File: src/rtl/pc_hotspot_profiler_assert.svh
// ----------------------------------------------------------------------------
// Assertion macros for the PC hotspot profiler
// Shared concurrent-assertion forms, clocked on clk and gated by arst_n.
// ----------------------------------------------------------------------------
`ifndef PC_HOTSPOT_PROFILER_ASSERT_SVH
`define PC_HOTSPOT_PROFILER_ASSERT_SVH

// Check a property on every rising edge outside reset.
`define PCHP_ASSERT(lbl, prop, msg) \
	lbl: assert property (@(posedge clk) disable iff (!arst_n) prop) else $error(msg);

// Check that a condition implies another in the same cycle.
`define PCHP_ASSERT_IMPL(lbl, cond, expr, msg) \
	lbl: assert property (@(posedge clk) disable iff (!arst_n) (cond) |-> (expr)) else $error(msg);

`endif

File: src/rtl/pc_hsp_pkg.sv
// ----------------------------------------------------------------------------
// PC hotspot profiler package
// Depths, index widths, register codes and the front-to-back item type.
// ----------------------------------------------------------------------------
`default_nettype none

package pc_hsp_pkg;

	localparam int HIST_DEPTH  = 512;
	localparam int BLOCK_DEPTH = 256;
	localparam int HIST_AW     = $clog2(HIST_DEPTH) > 0 ? $clog2(HIST_DEPTH) : 1;
	localparam int HIST_CW     = $clog2(HIST_DEPTH + 1);
	localparam int BLOCK_AW    = $clog2(BLOCK_DEPTH) > 0 ? $clog2(BLOCK_DEPTH) : 1;
	localparam int BLOCK_CW    = $clog2(BLOCK_DEPTH + 1);

	localparam logic [31:0] ADDR_MASK       = 32'hFFFF_FFFE;
	localparam logic [31:0] HITS_MAX        = 32'hFFFF_FFFF;
	localparam logic [31:0] REGION_LOW_RST  = 32'h002D_9000;
	localparam logic [31:0] REGION_HIGH_RST = 32'h002D_9800;
	localparam logic [15:0] JUMP_DIST_RST   = 16'd16;

	localparam int CFG_IW = 4;
	localparam logic [CFG_IW-1:0] REG_ARMED       = 4'd0;
	localparam logic [CFG_IW-1:0] REG_REGION_LOW  = 4'd1;
	localparam logic [CFG_IW-1:0] REG_REGION_HIGH = 4'd2;
	localparam logic [CFG_IW-1:0] REG_JUMP_DIST   = 4'd3;

	// Classified sample handed from the front to the back.
	typedef struct packed {
		logic [31:0] pc;
		logic        armed;
		logic        first;
		logic        left;
		logic        jump;
	} item_t;

endpackage

`default_nettype wire

File: src/rtl/pc_hsp_fifo.sv
// ----------------------------------------------------------------------------
// PC hotspot profiler item queue
// Two-entry queue between the front and the back.
// ----------------------------------------------------------------------------
`default_nettype none

module pc_hsp_fifo (
	input  wire logic               clk,
	input  wire logic               arst_n,
	input  wire logic               push,
	input  wire pc_hsp_pkg::item_t  push_item,
	output logic                    full,
	input  wire logic               pop,
	output logic                    not_empty,
	output pc_hsp_pkg::item_t       head
);

	pc_hsp_pkg::item_t slot_q [2];
	logic       wp_q;
	logic       rp_q;
	logic [1:0] cnt_q;

	assign full      = (cnt_q == 2'd2);
	assign not_empty = (cnt_q != 2'd0);
	assign head      = slot_q[rp_q];

	always_ff @(posedge clk) begin
		if (push) slot_q[wp_q] <= push_item;
	end

	always_ff @(posedge clk or negedge arst_n) begin
		if (!arst_n) begin
			wp_q  <= 1'b0;
			rp_q  <= 1'b0;
			cnt_q <= 2'd0;
		end else begin
			if (push) wp_q <= !wp_q;
			if (pop)  rp_q <= !rp_q;
			case ({push, pop})
				2'b10:   cnt_q <= cnt_q + 2'd1;
				2'b01:   cnt_q <= cnt_q - 2'd1;
				default: cnt_q <= cnt_q;
			endcase
		end
	end

endmodule

`default_nettype wire

File: config.mk
export PLATFORM = sky130hd
export DESIGN_NAME = pc_hsp_fifo
export DESIGN_NICKNAME = d
export VERILOG_FILES = /design/src/rtl/pc_hotspot_profiler_assert.svh /design/src/rtl/pc_hsp_pkg.sv /design/src/rtl/pc_hsp_fifo.sv
export SDC_FILE = /design/constraint.sdc
export NUM_CORES = 1
export LEC_CHECK = 0
export ABC_AREA = 1
export BUFFER_PORTS_ARGS = -buffer_cell sky130_fd_sc_hd__buf_2
export CAP_MARGIN = 20
export CORE_UTILIZATION = 52
export DETAILED_ROUTE_END_ITERATION = 12
export GPL_TIMING_DRIVEN = 0
export PLACE_DENSITY = 0.79
export SKIP_LAST_GASP = 1
export SLEW_MARGIN = 20
export SYNTH_ARGS = -nofsm -noshare
export SYNTH_HDL_FRONTEND = slang
export SYNTH_SLANG_ARGS = --single-unit
File: constraint.sdc
create_clock -name clk -period 2.9 [get_ports clk]
set_input_delay 0.435 -clock clk [delete_from_list [all_inputs] [get_ports clk]]
set_output_delay 0.435 -clock clk [all_outputs]
set_load 0.01 [all_outputs]
==> metrics.md <==
| Metric | Value |
|---|---|
| Status | finished clean |
| Required @ worst endpoint | 2.47 ns |
| DRT antenna net count | 0 |
| Multi-input gate area | 515 µm² |
| Register area | 2260 µm² |
| Vias in the first global route | 1787 |
| Die area | 6110 µm² |
| Mapped Area | 3020 µm² |
| Worst setup margin | 1.12 ns |
| Syn. warnings | 0 |
| Avg Inst Size Synth | 14.2 µm² |
| First-pass GRT wire length | 8090 µm |
| Setup violators final | 0 |
| Worst-path fanout max | 10 |
| Tot Pwr | 3.57 mW |
| Area grow syn2layout | 23.3% |
| Slowest cell on crit path | dfrtp_1 |
| Antenna violations before repair | 0 |
| R2R Setup Slk | 1.41 ns |
| Worst path cell trace | buf_6, buf_6, o21ai_1, buf_2 |
| CTS buffer count | 9 |
| Crit path top cell by count | buf_6 |
| Maximum clock rate | 561 MHz |
| Dpl ws | 1.22 ns |
| Final #Nets | 343 |
| CTS Sinks | 76 |
| Synth area leader | edfxtp_1 |
| Least-Margin Pin Slew | 0.774 ns |
| Max-cap violation count | 0 |
| DRC Markers | 0 |
| Cell Pwr Density | 958 nW/µm² |
| Tcrit/Tclk final | 61.5% |
| Port Buf Inserts | 77 |
| Sequential share of the synthesized area | 75.0% |
| GR Overflow Total | 0 |
| Post_cts resized | 0 |
| Initial core utilization | 54.5% |
| Mapped Nets | 253 |
| WHS | 0.287 ns |
| Final Hold Fails | 0 |
| Hold Path Class | in2reg |
| Minimum clock period | 1.78 ns |
| Worst-Skew Late Latency | 0.33 ns |
| CTS Buffer Depth | 2 |
| Fillcell total | 412 |
| Core box area | 5540 µm² |
| Via count | 1819 |
| Pin count of the biggest net entering global routing | 37 |
| Fin util | 67.2% |
| Postcts setup bufs | 0 |
| Share of the synthesized area in the top cell type | 71.6% |
| Cell Area, Placed | 3530 µm² |
| Slew Viols, Final | 0 |
| Worst setup path category | reg2out |
| Total track usage | 17.9% |
| Crit start category | flip-flop |
| Max incr delay on CP | 0.38 ns |
| Gate Count Post-Synth | 212 |
| Die Width | 78.2 µm |
| Dpl hpwl | 3440 µm |
| Worst R2R Start | wp_q$_DFFE_PN0P_ |
| TritonRoute pass-1 iters | 4 |
| Leak pwr | 1.62 nW |
| HP Start | push_item[19] |
| Seq cells post-synth | 76 |
| Number of placement rows | 27 |
| Layout cell share with drive strength beyond 1 | 42.3% |
| Clock root cell | clkbuf_8 |
| Via density | 4.80 |
| Routed wire per std cell | 13.1 µm |
| # diodes | 0 |
| Clk slew on worst S/H paths | 0.07 ns |
| Ports | 78 |
| Final instance area | 3720 µm² |
| Critical Path Start | rp_q$_DFFE_PN0P_ |
| CP Capture Type | output port |
| Area contributors post-synth | edfxtp_1, o21ai_2, inv_1 |
| Initial drt markers | 69 |
| VDD IR max | 0.000582 V |
| Worst slew margin | 48.3% |
| Worst Skew | 0.00500 ns |
| Gpl congestion | 0.739 |
| Unrepaired setup endpoints after global routing | false |
| DIE HEIGHT | 78.2 µm |
| Count of cell types in the netlist | 14 |
| H-Tree Depth | 3 |
| Worst EP arrival | 1.35 ns |
| Final WL | 4960 µm |
| CTS tree | yes |
stage by stage:
step / TNS [ns] / instances
6_report: 0 / 379
5_1_grt: 0 / 379
4_1_cts: 0 / 379
3_5_place_dp: 0 / 362
3_3_place_gp: -15.93 / 361
2_1_floorplan: 0 / 212
cells in the final DEF, fill, tap and decap left out:
cell / synthesis / routed
dlygate4sd3_1: 0 / 1
clkbuf_1: 0 / 2
clkinvlp_4: 0 / 2
xnor2_1: 1 / 1
bufinv_16: 0 / 1
ha_1: 1 / 1
xor2_1: 2 / 2
inv_2: 0 / 1
o21ai_1: 4 / 4
nand3_1: 1 / 1
edfxtp_1: 72 / 72
clkinv_1: 0 / 2
nor2_1: 2 / 1
nand2_1: 42 / 42
dfrtp_1: 4 / 4
buf_2: 0 / 77
nand4_1: 1 / 1
o21ai_2: 30 / 30
buf_16: 0 / 1
inv_1: 42 / 41
buf_6: 8 / 8
clkbuf_8: 0 / 9
o21ai_0: 2 / 2
nor2_4: 0 / 1
report_power, final:
part / switching, mW / total [mW] / internal, mW
clock: 0.356 / 0.748 / 0.393
combinational: 0.767 / 1.29 / 0.521
sequential: 0.0681 / 1.53 / 1.46
total: 1.19 / 3.57 / 2.38
repair_timing:
item | 4_1_cts | 5_1_grt
hold buffers | 1 | 0
endpoints found under the setup margin | 0 | 0
endpoints found under the hold margin | 4 | 0
layer usage:
layer | GRT usage (%) | wire length [µm] | vias up
met3 | 4.30 | 249 | 10
met4 | 9.44 | 108 | 0
met2 | 32.1 | 2700 | 45
met1 | 19.7 | 1900 | 872
li1 | - | - | 892
met5 | 0 | 0 | -
Yosys cell counts:
master and n:
edfxtp_1 72, inv_1 42, nand2_1 42, o21ai_2 30
buf_6 8, dfrtp_1 4, o21ai_1 4, nor2_1 2
o21ai_0 2, xor2_1 2, ha_1 1, nand3_1 1
nand4_1 1, xnor2_1 1
cells by family (layout without fill, tap and decap cells):
logic type      count (synthesis)  after routing  share of synthesized area [%]
simple gates                   46             46                           5.85
flops                          76             76                           75.0
compound gates                 36             36                           9.70
xor+xnor                        3              3                          0.871
fa+ha+maj                       1              1                          0.415
buf+inv                        50            145                           8.21
state kept, by name, summed over array words and instances, names as in the netlist:
| register | cells |
|---|---|
| cnt_q | 2 |
| rp_q | 1 |
| slot_q | 72 |
| wp_q | 1 |
final cells by class:
type / instances / share of cell area [%]
plain buffers: 8 / 2.42
repair buffers: 79 / 11.4
clock buffers: 11 / 3.53
flip-flops and latches: 76 / 60.8
inverters: 42 / 4.24
multi-input cells: 86 / 13.8
clock inverters: 5 / 1.41
well taps: 72 / 2.42
path summary, 6_finish.rpt:
check	to	cells after the start
worst max-delay path	head[29]	4
worst min-delay path	slot_q[1][19]$_DFFE_PP_	1
worst max register to register	slot_q[0][14]$_DFFE_PP_	2
worst min register to register	cnt_q[1]$_DFFE_PN0P_	2
max in group asynchronous	rp_q$_DFFE_PN0P_	2
min in group asynchronous	wp_q$_DFFE_PN0P_	2
worst max-delay path: cells and delay by family, from the launching register on:
kind	cells	cell delay (ns)
flip-flops	1	0.38
buffers and inverters	3	0.46
AO/OA/AOI/OAI	1	0.19
(Power assumes the default switching activity.)
