`src/rtl/pc_hotspot_profiler_assert.svh`:
```
// ----------------------------------------------------------------------------
// Assertion macros for the PC hotspot profiler
// Shared concurrent-assertion forms, clocked on clk and gated by arst_n.
// ----------------------------------------------------------------------------
`ifndef PC_HOTSPOT_PROFILER_ASSERT_SVH
`define PC_HOTSPOT_PROFILER_ASSERT_SVH

// Check a property on every rising edge outside reset.
`define PCHP_ASSERT(lbl, prop, msg) \
	lbl: assert property (@(posedge clk) disable iff (!arst_n) prop) else $error(msg);

// Check that a condition implies another in the same cycle.
`define PCHP_ASSERT_IMPL(lbl, cond, expr, msg) \
	lbl: assert property (@(posedge clk) disable iff (!arst_n) (cond) |-> (expr)) else $error(msg);

`endif

```
`src/rtl/pc_hsp_pkg.sv`:
```
// ----------------------------------------------------------------------------
// PC hotspot profiler package
// Depths, index widths, register codes and the front-to-back item type.
// ----------------------------------------------------------------------------
`default_nettype none

package pc_hsp_pkg;

	localparam int HIST_DEPTH  = 512;
	localparam int BLOCK_DEPTH = 256;
	localparam int HIST_AW     = $clog2(HIST_DEPTH) > 0 ? $clog2(HIST_DEPTH) : 1;
	localparam int HIST_CW     = $clog2(HIST_DEPTH + 1);
	localparam int BLOCK_AW    = $clog2(BLOCK_DEPTH) > 0 ? $clog2(BLOCK_DEPTH) : 1;
	localparam int BLOCK_CW    = $clog2(BLOCK_DEPTH + 1);

	localparam logic [31:0] ADDR_MASK       = 32'hFFFF_FFFE;
	localparam logic [31:0] HITS_MAX        = 32'hFFFF_FFFF;
	localparam logic [31:0] REGION_LOW_RST  = 32'h002D_9000;
	localparam logic [31:0] REGION_HIGH_RST = 32'h002D_9800;
	localparam logic [15:0] JUMP_DIST_RST   = 16'd16;

	localparam int CFG_IW = 4;
	localparam logic [CFG_IW-1:0] REG_ARMED       = 4'd0;
	localparam logic [CFG_IW-1:0] REG_REGION_LOW  = 4'd1;
	localparam logic [CFG_IW-1:0] REG_REGION_HIGH = 4'd2;
	localparam logic [CFG_IW-1:0] REG_JUMP_DIST   = 4'd3;

	// Classified sample handed from the front to the back.
	typedef struct packed {
		logic [31:0] pc;
		logic        armed;
		logic        first;
		logic        left;
		logic        jump;
	} item_t;

endpackage

`default_nettype wire

```
`src/rtl/pc_hsp_front.sv`:
```
// ----------------------------------------------------------------------------
// PC hotspot profiler front
// Accepts samples, flags first and band-leave events, detects far jumps.
// ----------------------------------------------------------------------------
`default_nettype none

module pc_hsp_front (
	input  wire logic               clk,
	input  wire logic               arst_n,
	input  wire logic               in_valid,
	output logic                    in_ready,
	input  wire logic [31:0]        pc,
	input  wire logic               armed,
	input  wire logic [31:0]        region_low,
	input  wire logic [31:0]        region_high,
	input  wire logic [15:0]        jump_distance,
	output logic                    push,
	output pc_hsp_pkg::item_t       push_item,
	input  wire logic               q_full
);

	logic [31:0] prev_pc_q;
	logic        seen_first_q;
	logic        has_left_q;
	logic [31:0] jump_span;
	logic        outside;
	logic        far;

	assign in_ready  = !q_full;
	assign push      = in_valid && !q_full;
	assign jump_span = {16'd0, jump_distance};
	assign outside   = (pc < region_low) || (pc > region_high);
	assign far       = (pc > prev_pc_q + jump_span) || (pc + jump_span < prev_pc_q);

	always_comb begin
		push_item.pc    = pc;
		push_item.armed = armed;
		push_item.first = armed && !seen_first_q;
		push_item.left  = armed && !has_left_q && outside;
		push_item.jump  = armed && far && (prev_pc_q != 32'd0)
			&& ((pc & pc_hsp_pkg::ADDR_MASK) != (prev_pc_q & pc_hsp_pkg::ADDR_MASK));
	end

	always_ff @(posedge clk or negedge arst_n) begin
		if (!arst_n) begin
			prev_pc_q    <= 32'd0;
			seen_first_q <= 1'b0;
			has_left_q   <= 1'b0;
		end else if (push) begin
			prev_pc_q <= pc;
			if (push_item.first) seen_first_q <= 1'b1;
			if (push_item.left)  has_left_q   <= 1'b1;
		end
	end

endmodule

`default_nettype wire

```
`config.mk`:
```
export PLATFORM = sky130hd
export DESIGN_NAME = pc_hsp_front
export DESIGN_NICKNAME = d
export VERILOG_FILES = /design/src/rtl/pc_hotspot_profiler_assert.svh /design/src/rtl/pc_hsp_pkg.sv /design/src/rtl/pc_hsp_front.sv
export SDC_FILE = /design/constraint.sdc
export NUM_CORES = 1
export LEC_CHECK = 0
export BUFFER_PORTS_ARGS = -buffer_cell sky130_fd_sc_hd__buf_4
export CORE_UTILIZATION = 40
export DETAILED_ROUTE_END_ITERATION = 12
export PLACE_DENSITY_LB_ADDON = 0.05
export SETUP_SLACK_MARGIN = 0.4
export SLEW_MARGIN = 0
export SYNTH_ARGS = -nofsm -noshare
export SYNTH_HDL_FRONTEND = slang
export SYNTH_SLANG_ARGS = --single-unit
```
`constraint.sdc`:
```
create_clock -name clk -period 6.3 [get_ports clk]
set_clock_uncertainty 0.2 [all_clocks]
set_input_delay 0.315 -clock clk [delete_from_list [all_inputs] [get_ports clk]]
set_output_delay 0.315 -clock clk [all_outputs]
set_load 0.005 [all_outputs]
```
==> impl_results.md <==
* Antenna violations before repair at 0
* Netlist cell types at 62
* Layout net count at 1296
* Critical path, cell by cell: buf_4 > ha_1 > a211oi_1 > o21ai_1 > a31oi_2 > o31ai_1 > a221oi_2 > nor3_1 > xor2_1 > ha_1 > a21o_1 > a21o_1 > a21oi_1 > o21ai_0 > a211oi_1 > o21ai_0 > a311oi_1 > buf_4
* Min Clock Period, post-route at 5.016 ns
* DP Area at 8154 um2
* H-tree depth at 2
* Worst EP arrival at 4.50 ns
* Layout Utilization at 48.39%
* Mux contribution to synthesized area at 0.1607%
* Vias per std cell at 5.368
* XOR/XNOR Fraction of Synth Area at 10.62%
* Critical Path Source Type: input port
* Max Slew Vio Count at 0
* Compound-gate portion of the synthesized area at 20.53%
* Max VDD drop at 113.5 uV
* Vias at 6683
* Area Overhead vs Synth at 18.58%
* P_int at 0.7571 mW
* Cells after Synth at 903
* Static Leakage at 4.169 nW
* Final setup violation count at 0
* Largest family of logic cells by synthesized area: adder cells
* DR DRC count at 0
* Design Area, Final at 8312 um2
* Adder-cell share of the synthesized area at 28.78%
* DP HPWL at 17.92 mm
* Fillers at 1817
* Final Non-Filler Cells at 1245
* Diode count at 0
* Initial core utilization at 40.81%
* GRT Total Usage at 24.98%
* Period utilization at 79.62%
* Clk pwr share at 19.3%
* Routed wire length at 21.96 mm
* Ratio of cells with drive above 1 in the final layout at 17.55%
* Final GP Congestion at 0.8682
* DIE AREA at 18060 um2
* CTS clk-pin slew, worst paths at 0.06 ns
* Largest net degree at the start of global routing at 67
* Count leader, synth: ha_1
* # rows at 48
* TritonCTS clock tree: built
* Syn_nets at 1180
* Total gr overflow at 0
* Worst EP required at 5.78 ns
* Hold Crit Class: in2reg
* Wire length per cell at 17.64 um
* Die W at 134.4 um
* Switching power at 0.5961 mW
* #FFs+latches synth at 34
* PD cells at 162.8 nW/um2
* Comb power frac at 58.8%
* CORE AREA at 17180 um2
* Ys async rst share at 100.0%
* Initial DRC Count at 386
* CTS Sinks at 34
* RSZ-0062 raised after global routing: no
* DIE HEIGHT at 134.4 um
* Post-synthesis simple-gate area fraction at 17.65%
* Max FO, Critical Path at 8
* Post-synth EDFFs at 0
* Post-synth top area cell: ha_1
* Slew @ Worst Pin at 1.161 ns
* Final Hold Vio Count at 0
* Inst Count DP at 1236
* Top area cells in the synthesized netlist: ha_1 28%, dfrtp_1 12%, xnor2_1 6.1%
* Share of the synthesized area in the top cell type at 28.20%
* Sw frac at 44.05%
* Dominant synthesized flop cell: dfrtp_1
* Drt pass-1 iters at 7
* Reg2reg setup slack at 5.16 ns
* Max clock buf depth at 2
* Number of global-route vias before repair at 6399
* Worst relative slew slack at 21.57%
* Top Ports at 155
* TNS Setup at 0 ns
* Sequential power share at 21.9%
* Critical Path End Type: primary output
* Fmax at 199.4 MHz
* Later-pin clock latency in the skew report at 0.29 ns
* Status: complete, no violations
* Number of buffers added on ports at 154
* CTS root buf: clkbuf_16
* Slowest Stage Delay on Critical Path at 0.68 ns
* Multi-input gate area at 5456 um2
* Register area share after synthesis at 12.14%
* Critical path's slowest cell: a221oi_2
* Area of the mapped netlist at 7009 um2
* Total clock buffers created by CTS at 5
* Register Area at 850.8 um2
* PostCTS Resize Cnt at 0
* Synth cell count leaders: 158 x ha_1, 106 x inv_1, 79 x nand2_1
* WS Path Type: in2out
* Final antenna-violating net count at 0
* MaxCap Viol Count at 0
* Global-route wire length before repair at 34.86 mm
* Synth Area per Inst at 7.762 um2
* Yosys warns at 0
==> timing repair <==
action | 4_1_cts | 5_1_grt
buffers inserted | 0 | 0
endpoints found under the hold margin | 34 | 0
hold buffers | 1 | 0
==> worst max-delay path: cells and delay by family <==
| kind | cells | cell delay, ns |
|---|---|---|
| and+or+nand+nor | 1 | 0.14 |
| xor gates and xnor gates | 1 | 0.18 |
| AOI/OAI and AO/OA | 12 | 2.93 |
| adders and majority gates | 2 | 0.61 |
| buffers and inverters | 2 | 0.32 |
==> stage by stage <==
stage / setup WS, ns / power, mW / hold slack, ns
after floorplan: 2.292 / 0.8209 / -0.1806
after global placement: 1.172 / 1.094 / 0.1213
after detailed placement: 1.285 / 1.088 / 0.1236
after CTS: 1.261 / 1.358 / 0.1010
after global routing: 0.9149 / 1.478 / 0.1075
final: 1.284 / 1.353 / 0.1005
==> power by group through the flow <==
stage	Sequential (mW)	Combinational, mW	Clock, mW
6_report	0.296	0.796	0.261
3_5_place_dp	0.299	0.789	0
2_1_floorplan	0.277	0.544	0
4_1_cts	0.295	0.797	0.265
3_3_place_gp	0.299	0.794	0
5_1_grt	0.300	0.903	0.275
==> metal layers <==
layer	GRT usage [%]	wire length [um]	part of all wire (%)	up-vias
met4	4.182	231	1.1	0
li1	-	-	-	3424
met2	39.78	9717	44	168
met3	2.532	1035	4.7	15
met1	36.60	10970	50	3076
met5	0	0	0	-
==> worst paths after layout <==
path | from | end | cells past startpoint
max in group asynchronous | arst_n | prev_pc_q[23] | 2
worst max register to register | prev_pc_q[19] | prev_pc_q[19] | 2
min in group asynchronous | arst_n | prev_pc_q[0] | 2
worst max-delay path | pc[1] | push_item[0] | 18
worst min-delay path | pc[0] | prev_pc_q[0] | 2
worst min register to register | has_left_q | has_left_q | 1
==> sequential cells by signal, indices dropped and copies added (netlist names) <==
register      flops
has_left_q        1
prev_pc_q        32
seen_first_q      1
==> cell type report <==
type,count,area share (%)
clock inverter,1,0.06021
tap,225,3.387
sequential,34,10.24
multi-input combinational,715,65.65
timing repair buffer,156,14.12
clock buffer,7,1.716
inverter,107,4.832
==> placed cells by master, fill, tap and decap left out, types with 17 or more instances in the layout <==
master / instances
nand4_1: 29
a21oi_1: 66
buf_4: 155
nor3_1: 20
dfrtp_1: 34
xor2_1: 36
a21o_1: 33
nand2_1: 79
inv_1: 106
nand3_1: 24
o21ai_0: 52
xnor2_1: 49
ha_1: 158
nor4_1: 17
nor2_1: 39
==> logic make-up (layout without fill, tap and decap cells) <==
logic type,after synthesis,in the layout
fa+ha+maj,160,160
compound gates,219,219
simple gates,250,250
mux,1,1
xor+xnor,85,85
buf+inv,154,271
flops,34,34
No activity file was read; power rests on OpenSTA's default activity.
